<file path="src/rtl/core/wvm_pkg.sv">
// ---------------------------------------------------------------------------
// wvm_pkg
// Shared constants, opcodes and register indexes for the voice mixer.
// ---------------------------------------------------------------------------
package wvm_pkg;

    localparam int TABLE_DEPTH_DEF = 4096;
    localparam int ENV_STEP_DEF    = 100;

    localparam int LEN_W  = 13;
    localparam int DS_W   = 8;
    localparam int VAL_W  = 16;
    localparam int KEY_W  = 7;
    localparam int OP_W   = 3;
    localparam int TIME_W = 32;
    localparam int ADDR_W = 5;

    typedef enum logic [OP_W-1:0] {
        OP_TICK    = 3'd0,
        OP_WR_OSC1 = 3'd1,
        OP_WR_OSC2 = 3'd2,
        OP_WR_LFO  = 3'd3,
        OP_WR_AD   = 3'd4,
        OP_WR_REL  = 3'd5,
        OP_PRESS   = 3'd6,
        OP_RELEASE = 3'd7
    } op_t;

    typedef enum logic [2:0] {
        REG_OSC2_LEN = 3'd0,
        REG_LFO_LEN  = 3'd1,
        REG_LFO_DS   = 3'd2,
        REG_AD_LEN   = 3'd3,
        REG_REL_LEN  = 3'd4,
        REG_LFO_EN   = 3'd5,
        REG_SYNC_EN  = 3'd6
    } reg_idx_t;

    typedef enum logic [3:0] {
        ST_IDLE,
        ST_DIV1,
        ST_DIV2,
        ST_DIV3,
        ST_DIV4,
        ST_ENV,
        ST_READ,
        ST_WAIT,
        ST_MUL1,
        ST_MUL2,
        ST_OUT
    } state_t;

    // which envelope source a tick uses
    typedef enum logic [1:0] {
        ENV_OFF = 2'd0,
        ENV_REL = 2'd1,
        ENV_AD  = 2'd2,
        ENV_SUS = 2'd3
    } env_mode_t;

    // configuration bundle handed to the datapath
    typedef struct packed {
        logic [LEN_W-1:0] osc2_length;
        logic [LEN_W-1:0] lfo_length;
        logic [DS_W-1:0]  lfo_downsample;
        logic [LEN_W-1:0] attack_decay_length;
        logic [LEN_W-1:0] release_length;
        logic             lfo_enable;
        logic             sync_enable;
    } cfg_t;

endpackage

</file>
<file path="src/rtl/core/wvm_regs.sv">
// ---------------------------------------------------------------------------
// wvm_regs
// APB configuration register file.
// ---------------------------------------------------------------------------
module wvm_regs
    import wvm_pkg::*;
(
    input  logic              clk,
    input  logic              rst_n,
    input  logic              psel,
    input  logic              penable,
    input  logic              pwrite,
    input  logic [ADDR_W-1:0] paddr,
    input  logic [31:0]       pwdata,
    output logic [31:0]       prdata,
    output logic              pready,
    output cfg_t              cfg
);

    cfg_t       cfg_reg, cfg_next;
    logic [2:0] widx;

    assign widx   = paddr[ADDR_W-1:2];
    assign pready = 1'b1;
    assign cfg    = cfg_reg;

    // register write decode
    always_comb
    begin
        cfg_next = cfg_reg;
        if (psel && penable && pwrite && paddr[1:0] == 2'b00)
        begin
            case (widx)
                REG_OSC2_LEN: cfg_next.osc2_length         = pwdata[LEN_W-1:0];
                REG_LFO_LEN:  cfg_next.lfo_length          = pwdata[LEN_W-1:0];
                REG_LFO_DS:   cfg_next.lfo_downsample      = pwdata[DS_W-1:0];
                REG_AD_LEN:   cfg_next.attack_decay_length = pwdata[LEN_W-1:0];
                REG_REL_LEN:  cfg_next.release_length      = pwdata[LEN_W-1:0];
                REG_LFO_EN:   cfg_next.lfo_enable          = pwdata[0];
                REG_SYNC_EN:  cfg_next.sync_enable         = pwdata[0];
                default:      cfg_next = cfg_reg;
            endcase
        end
    end

    // read mux
    always_comb
    begin
        prdata = '0;
        if (paddr[1:0] == 2'b00)
        begin
            case (widx)
                REG_OSC2_LEN: prdata = 32'(cfg_reg.osc2_length);
                REG_LFO_LEN:  prdata = 32'(cfg_reg.lfo_length);
                REG_LFO_DS:   prdata = 32'(cfg_reg.lfo_downsample);
                REG_AD_LEN:   prdata = 32'(cfg_reg.attack_decay_length);
                REG_REL_LEN:  prdata = 32'(cfg_reg.release_length);
                REG_LFO_EN:   prdata = 32'(cfg_reg.lfo_enable);
                REG_SYNC_EN:  prdata = 32'(cfg_reg.sync_enable);
                default:      prdata = '0;
            endcase
        end
    end

    always_ff @(posedge clk or negedge rst_n)
    begin
        if (!rst_n)
        begin
            cfg_reg.osc2_length         <= LEN_W'(1);
            cfg_reg.lfo_length          <= LEN_W'(1);
            cfg_reg.lfo_downsample      <= DS_W'(100);
            cfg_reg.attack_decay_length <= LEN_W'(1);
            cfg_reg.release_length      <= '0;
            cfg_reg.lfo_enable          <= 1'b0;
            cfg_reg.sync_enable         <= 1'b0;
        end
        else
        begin
            cfg_reg <= cfg_next;
        end
    end

endmodule

</file>
<file path="config.mk">
export PLATFORM = sky130hd
export DESIGN_NAME = wvm_regs
export DESIGN_NICKNAME = d
export VERILOG_FILES = /design/src/rtl/core/wvm_pkg.sv /design/src/rtl/core/wvm_regs.sv
export SDC_FILE = /design/constraint.sdc
export NUM_CORES = 1
export LEC_CHECK = 0
export BUFFER_PORTS_ARGS = -buffer_cell sky130_fd_sc_hd__buf_2
export CAP_MARGIN = 20
export CORE_MARGIN = 2
export CORE_UTILIZATION = 48
export CTS_CLUSTER_SIZE = 12
export DETAILED_ROUTE_END_ITERATION = 8
export GPL_ROUTABILITY_DRIVEN = 0
export PLACE_DENSITY = 0.89
export REMOVE_ABC_BUFFERS = 1
export SKIP_CTS_REPAIR_TIMING = 1
export SLEW_MARGIN = 20
export SYNTH_ARGS = -nofsm -noshare
export SYNTH_HDL_FRONTEND = slang
export SYNTH_SLANG_ARGS = --single-unit
</file>
<file path="constraint.sdc">
create_clock -name clk -period 1.4 [get_ports clk]
set_clock_uncertainty 0.2 [all_clocks]
set_input_delay 0.07 -clock clk [delete_from_list [all_inputs] [get_ports clk]]
set_output_delay 0.07 -clock clk [all_outputs]
set_load 0.05 [all_outputs]
</file>
==> metrics.txt <==
status complete, but fails checks; failing checks negative setup slack; vias in the first global route 2759; Worst Path Buf+Inv 1; GRT Max-Usage Layer met2; core area 6680 um2; pwr dens 1150 nW/um2; placed wire-length estimate 6440 um; Hold Crit Class in -> async; layout cell share with drive strength beyond 1 61.6%; synth unique cells 33; area grow syn2layout 49.9%; Die Y 86.4 um; Vias 2889; Max clock buf depth 2; register area share after synthesis 47.9%; port bufs 97; CP peak stage delay 0.56 ns; met1 Track Usage GR 32.7%; period utilisation layout 135%; RSZ-0062 raised after global routing yes; CP max FO 2; GRT Overall Usage 25.6%; Post-Syn Area per Cell 12.5 um2; Max-Cap Viols 0; CP Depth 5; crit path DAT 1.62 ns; TritonCTS Sinks 62; Mapped Cells 260; Clock transition at path regs 0.08 ns; flops & latches, synth 62; IO Count 137; Die Area 7460 um2; max-slew violations 0; R2R cell count 3; ANT nets after route 0; # diodes 0; DR pass1 iterations 5; Worst VDD drop 0.000599 V; M3 GR Usage 7.24%; Final Util 73.1%; initial antenna violation count 0; Lkg Pwr 2.55 nW; flop2flop setup slack 0.10 ns; Row Count 30; H-Tree Depth 3; final setup TNS -4.31 ns; CTS root buf clkbuf_8; crit-path cells mux2i_1 -> nor3b_1 -> nor2_1 -> a21oi_1 -> buf_4; Initial Utilization 48.7%; Final WS setup -0.492 ns; grt ovf 0; Nets 476; Syn. warnings 0; Post-Syn Area 3260 um2; total CTS buffers 9; largest net degree at the start of global routing 37; fin crit period 1.89 ns; Crit. Startpoint cfg[15]; WP data required 1.13 ns; routed length per instance 20.2 um; Residual DRC 0; # setup viols final 17; CTS tree yes; cell family with most CP delay flip-flops; final hold violation count 0; clk_lat worst skew 0.35 ns; CP Class reg -> out; Setup crit end prdata[0]; Worst path slowest cell dfstp_2; worst r2r dst cfg[60]; Vias/cell 5.58; Detailed Route WL 10500 um; GRT met2 Usage 40.3%; Max Freq 0.528 GHz; reg2reg start cfg[60]; kind of end point of the critical path primary output; global-route wire length before repair 14300 um; DR iter-0 viols 231; max reg flops 62; chip width 86.4 um; Worst setup SP type register
## how the worst min path moves through the flow
stage                     cells past startpoint      end  slack [ns]
after CTS                                     2  cfg[10]       -0.48
after detailed placement                      2  cfg[10]       -0.10
after global routing                          3  cfg[46]        0.08
final                                         3   cfg[2]        0.06
after floorplan                               0   cfg[0]       -0.43
after global placement                        2  cfg[10]       -0.10
## synthesized netlist by cell type (all sizes together)
cell / count / area share [%]
mux2: 81 / 28
dfrtp: 56 / 43
buf: 32 / 7.6
a21oi: 20 / 3.1
nand2: 12 / 1.5
nand2b: 9 / 2.0
o21ai: 9 / 1.4
nor2: 7 / 0.88
dfstp: 6 / 4.8
nand3b: 5 / 1.2
a22oi: 4 / 0.92
clkbuf: 3 / 0.35
conb: 2 / 0.23
mux2i: 2 / 0.61
nand3: 2 / 0.46
nand4b: 2 / 1.0
a211oi: 1 / 0.23
a311o: 1 / 0.31
nor2b: 1 / 0.42
nor3: 1 / 0.50
nor3b: 1 / 0.23
nor4: 1 / 0.65
nor4b: 1 / 0.46
o22ai: 1 / 0.19
## layout by cell type, fill, tap and decap left out, types with 7 or more instances in the layout
cell type,netlist,routed
clkbuf_8,0,10
a21oi_1,20,9
mux2_2,51,45
dfrtp_1,56,56
buf_4,25,62
dlygate4sd3_1,0,14
nand2b_1,8,8
buf_6,4,15
buf_2,2,77
buf_8,0,7
o21ai_2,0,7
nand2_1,10,10
mux2_1,30,30
a21oi_2,0,11
conb_1,2,20
## per-layer routing
layer	part of all wire, %	wire length (um)
met1	40	4210
met2	48	5010
met3	8.8	926
met4	3.3	345
met5	0	0
## final cells by class
| type | instances | area (um2) |
|---|---|---|
| multi-input combinational | 181 | 1620 |
| fill | 402 | 1800 |
| clock buffer | 11 | 141 |
| sequential | 62 | 1560 |
| tap | 80 | 100 |
| clock inverter | 4 | 95.1 |
| timing repair buffer | 180 | 1370 |
## cells by family (layout without fill, tap and decap cells)
family | Yosys count | count (layout) | synth area share (%)
muxes | 83 | 83 | 28.6
and+or+nand+nor | 42 | 42 | 9.26
other | 2 | 20 | 0.231
AOI/OAI and AO/OA | 36 | 36 | 6.11
buffers and inverters | 35 | 195 | 7.91
DFF | 62 | 62 | 47.9
## worst reg2reg max path, cell delays in order, from the launching register on
cell and delay, ns:
dfrtp_1 0.40, buf_4 0.13, buf_4 0.13, mux2_1 0.31
## metrics by stage
| stage | std cells | power (mW) | worst slack [ns] | instance area, um2 | hold slack (ns) |
|---|---|---|---|---|---|
| after floorplan | 243 | 2.98 | -1.03 | 3070 | -0.426 |
| after global placement | 480 | 3.45 | -0.168 | 4170 | -0.101 |
| after detailed placement | 480 | 3.48 | -0.188 | 4170 | -0.103 |
| after CTS | 495 | 5.42 | -0.567 | 4400 | -0.481 |
| after global routing | 518 | 5.78 | -0.557 | 4880 | 0.0818 |
| final | 518 | 5.62 | -0.492 | 4880 | 0.0574 |
## power breakdown
group | total (mW) | internal, mW | switching [mW]
clock | 1.96 | 1.22 | 0.736
combinational | 1.59 | 0.529 | 1.07
sequential | 2.07 | 1.95 | 0.121
total | 5.62 | 3.70 | 1.92
(Power assumes the default switching activity.)
