### src/rtl/core/wvm_pkg.sv
// ---------------------------------------------------------------------------
// wvm_pkg
// Shared constants, opcodes and register indexes for the voice mixer.
// ---------------------------------------------------------------------------
package wvm_pkg;

    localparam int TABLE_DEPTH_DEF = 4096;
    localparam int ENV_STEP_DEF    = 100;

    localparam int LEN_W  = 13;
    localparam int DS_W   = 8;
    localparam int VAL_W  = 16;
    localparam int KEY_W  = 7;
    localparam int OP_W   = 3;
    localparam int TIME_W = 32;
    localparam int ADDR_W = 5;

    typedef enum logic [OP_W-1:0] {
        OP_TICK    = 3'd0,
        OP_WR_OSC1 = 3'd1,
        OP_WR_OSC2 = 3'd2,
        OP_WR_LFO  = 3'd3,
        OP_WR_AD   = 3'd4,
        OP_WR_REL  = 3'd5,
        OP_PRESS   = 3'd6,
        OP_RELEASE = 3'd7
    } op_t;

    typedef enum logic [2:0] {
        REG_OSC2_LEN = 3'd0,
        REG_LFO_LEN  = 3'd1,
        REG_LFO_DS   = 3'd2,
        REG_AD_LEN   = 3'd3,
        REG_REL_LEN  = 3'd4,
        REG_LFO_EN   = 3'd5,
        REG_SYNC_EN  = 3'd6
    } reg_idx_t;

    typedef enum logic [3:0] {
        ST_IDLE,
        ST_DIV1,
        ST_DIV2,
        ST_DIV3,
        ST_DIV4,
        ST_ENV,
        ST_READ,
        ST_WAIT,
        ST_MUL1,
        ST_MUL2,
        ST_OUT
    } state_t;

    // which envelope source a tick uses
    typedef enum logic [1:0] {
        ENV_OFF = 2'd0,
        ENV_REL = 2'd1,
        ENV_AD  = 2'd2,
        ENV_SUS = 2'd3
    } env_mode_t;

    // configuration bundle handed to the datapath
    typedef struct packed {
        logic [LEN_W-1:0] osc2_length;
        logic [LEN_W-1:0] lfo_length;
        logic [DS_W-1:0]  lfo_downsample;
        logic [LEN_W-1:0] attack_decay_length;
        logic [LEN_W-1:0] release_length;
        logic             lfo_enable;
        logic             sync_enable;
    } cfg_t;

endpackage

### src/rtl/core/wvm_divider.sv
// ---------------------------------------------------------------------------
// wvm_divider
// Radix-2 restoring divider, 32-bit dividend by 13-bit divisor, one bit
// per cycle. Gives quotient and remainder.
// ---------------------------------------------------------------------------
module wvm_divider
    import wvm_pkg::*;
(
    input  logic              clk,
    input  logic              rst_n,
    input  logic              start,
    input  logic [TIME_W-1:0] dividend,
    input  logic [LEN_W-1:0]  divisor,
    output logic              done,
    output logic [TIME_W-1:0] quotient,
    output logic [LEN_W-1:0]  remainder
);

    localparam int CNT_W = $clog2(TIME_W + 1);

    logic [CNT_W-1:0]  cnt_reg, cnt_next;
    logic              busy_reg, busy_next;
    logic [TIME_W-1:0] q_reg, q_next;
    logic [LEN_W-1:0]  r_reg, r_next;
    logic [LEN_W-1:0]  d_reg, d_next;
    logic [LEN_W:0]    trial;
    logic [TIME_W-1:0] step_q;
    logic [LEN_W-1:0]  step_r;

    // one restoring step from the current partial result
    always_comb
    begin
        trial = {r_reg, q_reg[TIME_W-1]};
        if (trial >= {1'b0, d_reg})
        begin
            step_r = LEN_W'(trial - {1'b0, d_reg});
            step_q = {q_reg[TIME_W-2:0], 1'b1};
        end
        else
        begin
            step_r = trial[LEN_W-1:0];
            step_q = {q_reg[TIME_W-2:0], 1'b0};
        end
    end

    // load on start, otherwise shift in one dividend bit while busy
    always_comb
    begin
        cnt_next  = cnt_reg;
        busy_next = busy_reg;
        q_next    = q_reg;
        r_next    = r_reg;
        d_next    = d_reg;
        if (start)
        begin
            busy_next = 1'b1;
            cnt_next  = CNT_W'(TIME_W);
            q_next    = dividend;
            r_next    = '0;
            d_next    = divisor;
        end
        else if (busy_reg)
        begin
            q_next   = step_q;
            r_next   = step_r;
            cnt_next = cnt_reg - 1'b1;
            if (cnt_reg == CNT_W'(1))
            begin
                busy_next = 1'b0;
            end
        end
    end

    always_ff @(posedge clk or negedge rst_n)
    begin
        if (!rst_n)
        begin
            cnt_reg  <= '0;
            busy_reg <= 1'b0;
        end
        else
        begin
            cnt_reg  <= cnt_next;
            busy_reg <= busy_next;
        end
    end

    always_ff @(posedge clk)
    begin
        q_reg <= q_next;
        r_reg <= r_next;
        d_reg <= d_next;
    end

    // result of the last step, valid while done is high
    assign done      = busy_reg && (cnt_reg == CNT_W'(1));
    assign quotient  = step_q;
    assign remainder = step_r;

endmodule

### config.mk
export PLATFORM = sky130hd
export DESIGN_NAME = wvm_divider
export DESIGN_NICKNAME = d
export VERILOG_FILES = /design/src/rtl/core/wvm_pkg.sv /design/src/rtl/core/wvm_divider.sv
export SDC_FILE = /design/constraint.sdc
export NUM_CORES = 1
export LEC_CHECK = 0
export BUFFER_PORTS_ARGS = -buffer_cell sky130_fd_sc_hd__buf_2
export CELL_PAD_IN_SITES_DETAIL_PLACEMENT = 2
export CELL_PAD_IN_SITES_GLOBAL_PLACEMENT = 2
export CORE_AREA = 8 8 114 116
export CTS_CLUSTER_DIAMETER = 120
export DETAILED_ROUTE_END_ITERATION = 6
export DIE_AREA = 0 0 122 124
export PLACE_DENSITY = 0.85
export SYNTH_ARGS = -nofsm -noshare
export SYNTH_HDL_FRONTEND = slang
export SYNTH_SLANG_ARGS = --single-unit
### constraint.sdc
create_clock -name clk -period 3.1 [get_ports clk]
set_input_delay 0.31 -clock clk [delete_from_list [all_inputs] [get_ports clk]]
set_output_delay 0.31 -clock clk [all_outputs]
set_load 0.05 [all_outputs]
==> flow_summary.json <==
{
  "routed_wl_mm": 10.9,
  "cts_sinks": 65,
  "ant_nets": 0,
  "drv_slew": 0,
  "synth_warnings": 0,
  "period_share": 1.03,
  "setup_viol": 9,
  "n_antenna_cell": 0,
  "yosys.cell_types.count": 49,
  "status": "finished with violations",
  "synth-adder-area-share": 0.0559,
  "final_layout_size_suffix_gt1_frac": 0.462,
  "p_per_area_mw_per_mm2": 1130,
  "hold_path.class": "in2reg",
  "endpoint_kind": "primary output",
  "htree_levels": 3,
  "fmax_ghz": 0.314,
  "wire_per_inst_um": 19.3,
  "path_clk_slew_ns": 0.06,
  "final_hold_viol_count": 0,
  "yosysTopAreaCell": "edfxtp_1",
  "drt-pass1-iter-count": 4,
  "grt_usage": 0.145,
  "max_stage_delay_ns": 0.40,
  "remaining_drc_errors": 0,
  "synth_edf_count": 45,
  "io_buffers": 93,
  "setup_slack_ns": -0.0826,
  "crit_type": "reg2out",
  "cap_violations": 0,
  "post_drt_via_cell_ratio": 4.99,
  "insertion_delay_ns": 0.32,
  "num-fill-cells": 1166,
  "cp.required_ns": 2.79,
  "synth_top_cells_by_area": "edfxtp_1, mux2_2, dfxtp_1, buf_4, ha_1",
  "dp_hpwl_mm": 7.62,
  "yosys.area_share.simple": 0.0920,
  "cts_tree": "yes",
  "grt_remaining_overflow": 0,
  "crit_start": "q_reg[31]",
  "antenna_found_initial": 1,
  "rows": 39,
  "cts_made_buffers": 9,
  "io_pins": 94,
  "slowest_stage": "edfxtp_1",
  "whs_ns": 0.160,
  "finalNetCount": 479,
  "ys_ff_latch": 65,
  "gp_congestion": 0.784,
  "seq_area_mm2": 0.00179,
  "cp_max_fo": 6,
  "start_util": 0.332,
  "drtIter0Drc": 87,
  "grt_max_degree": 66,
  "synthXorXnorAreaFrac": 0.0283,
  "seq_area_frac_synth": 0.481,
  "syn_avg_cell_area_um2": 11.1,
  "dieArea_mm2": 0.0151,
  "async_reset_ff_frac": 0.108,
  "reg2reg_from": "q_reg[31]",
  "synth_nets": 397,
  "synth_cells": 333,
  "cp_common_cell": "inv_2",
  "synth_compound_area_frac": 0.117,
  "max_slew_margin": 0.479,
  "violations": "setup timing",
  "worstPathCellList": "inv_2, ha_4, inv_2, fa_2, a211oi_4, o221ai_2, a311oi_2, and2_4, inv_12, mux2_4, buf_8",
  "min_period_ns": 3.18,
  "cts_buffer_depth": 2,
  "synth_flop_cell": "edfxtp_1",
  "p_leak_uw": 0.00210,
  "tns_ns": -0.547,
  "ir_worst_vdd_v": 0.000507,
  "rsz0062_at_grt": "true",
  "core_mm2": 0.0112,
  "cts-root-buf": "clkbuf_16",
  "worstMarginPinSlew_ns": 0.781,
  "arrival_ns": 2.87,
  "fp.dieW_um": 122,
  "largest_reg_flops": 32,
  "first_global_vias": 3237,
  "area.growth.synth_to_final_pct": 29.1,
  "crit_path_start_kind": "flop",
  "min_from": "divisor[4]",
  "netlist_area_mm2": 0.00371,
  "die_h_um": 124,
  "grt_pass1_wl_mm": 16.9,
  "vias": 2809,
  "synth_top_family_by_area": "multiplexers",
  "synth_top_area_frac": 0.364,
  "clock_skew_ns": 0.00508,
  "synthMuxAreaShare": 0.122,
  "multiInputGateArea_mm2": 0.00169
}
[layer usage]
metal	track usage	part of all wire	wire (um)
met2	0.261	0.51	5500
met1	0.146	0.38	4140
met3	0.0653	0.098	1060
met5	0	0.0012	13
met4	0.0555	0.015	163
[cells by family after synthesis]
kind of cell	count (synthesis)
simple gates	77
fa+ha+maj	16
mux	39
buf+inv	66
compound gates	58
flops	65
xor+xnor	12
[worst max-delay path: cells and delay by family (launching register included)]
kind / cells / cell delay, ns
flops: 1 / 0.40
fa+ha+maj: 2 / 0.52
mux: 1 / 0.32
buf+inv: 4 / 0.35
simple gates: 1 / 0.31
compound gates: 3 / 0.64
[what timing repair did]
action                                  in CTS  in global routing
setup buffers                                7                  6
pin swaps                                   10                  5
hold endpoints to repair                     7                  0
gates resized for setup                     40                 21
gates cloned                                 2                  0
hold buffers                                 1                  0
endpoints found under the setup margin      14                 14
[layout by cell type, fill, tap and decap left out, drive strengths merged, types with 2 or more instances in the layout]
| cell | instances |
|---|---|
| nand2 | 12 |
| a21o | 4 |
| xor2 | 3 |
| clkinv | 4 |
| dfrtp | 7 |
| o21ai | 5 |
| o211ai | 4 |
| a31oi | 3 |
| nor2b | 3 |
| a31o | 3 |
| mux2 | 37 |
| nor3 | 6 |
| o21a | 4 |
| a21oi | 16 |
| mux2i | 2 |
| nor2 | 38 |
| edfxtp | 45 |
| o311a | 4 |
| xnor2 | 9 |
| nor4 | 2 |
| dfxtp | 13 |
| a211oi | 4 |
| inv | 23 |
| ha | 15 |
| a311oi | 4 |
| and3 | 3 |
| clkbuf | 11 |
| buf | 113 |
| nand3 | 8 |
[final cells by class]
type,count,share of cell area
clock buffers,11,0.0486
clock inverters,5,0.00966
repair buffers,114,0.157
inverters,21,0.0191
repair inverters,2,0.00418
well taps,143,0.0373
flip-flops and latches,65,0.373
multi-input cells,202,0.352
[power breakdown]
part	total (uW)	leakage, uW	internal [uW]	switching [uW]
Combinational	3160	0.00131	1230	1940
Sequential	1280	0.000657	1130	149
Clock	976	0.000136	613	362
Total	5420	0.00210	2970	2450
[through the flow]
stage          worst slack (ns)  cell area [um^2]  std cells  total power (uW)   util
3_5_place_dp             0.0234              4190        533              3900  0.375
5_1_grt                  -0.205              4790        563              5710  0.429
3_3_place_gp              0.118              4190        533              3810  0.375
4_1_cts                  -0.112              4670        558              5250  0.418
6_report                -0.0826              4790        563              5420  0.429
2_1_floorplan           -0.0249              3770        333              3370      -
[synthesized netlist by cell type, types with 2 or more instances]
library cell and number:
a31oi_1 3, dfxtp_1 13, a211oi_1 3, o211ai_1 4, buf_1 3, a31o_2 3, nand2_1 12, buf_2 2
nor2_1 38, nor2b_1 3, dfrtp_1 7, inv_1 20, o21a_1 4, mux2_2 33, xor2_1 3, a21oi_1 15
a311oi_1 3, mux2i_1 2, ha_1 15, edfxtp_1 45, and3_1 3, nor4_1 2, nand3_1 8, clkbuf_1 7
buf_4 31, o311a_1 4, mux2_4 4, a21o_1 4, nor3_1 6, buf_6 2, xnor2_1 9, o21ai_0 5
[worst paths after layout]
path                            slack (ns)      endpoint  depth (start not counted)
worst min register to register        0.52      r_reg[9]                          2
worst min-delay path                  0.16      d_reg[4]                          1
worst max register to register        0.32      r_reg[1]                         12
max in group asynchronous             2.60    cnt_reg[4]                          2
min in group asynchronous             0.35      busy_reg                          2
worst max-delay path                 -0.08  remainder[1]                         11
Power figures use the tool's default switching activity.
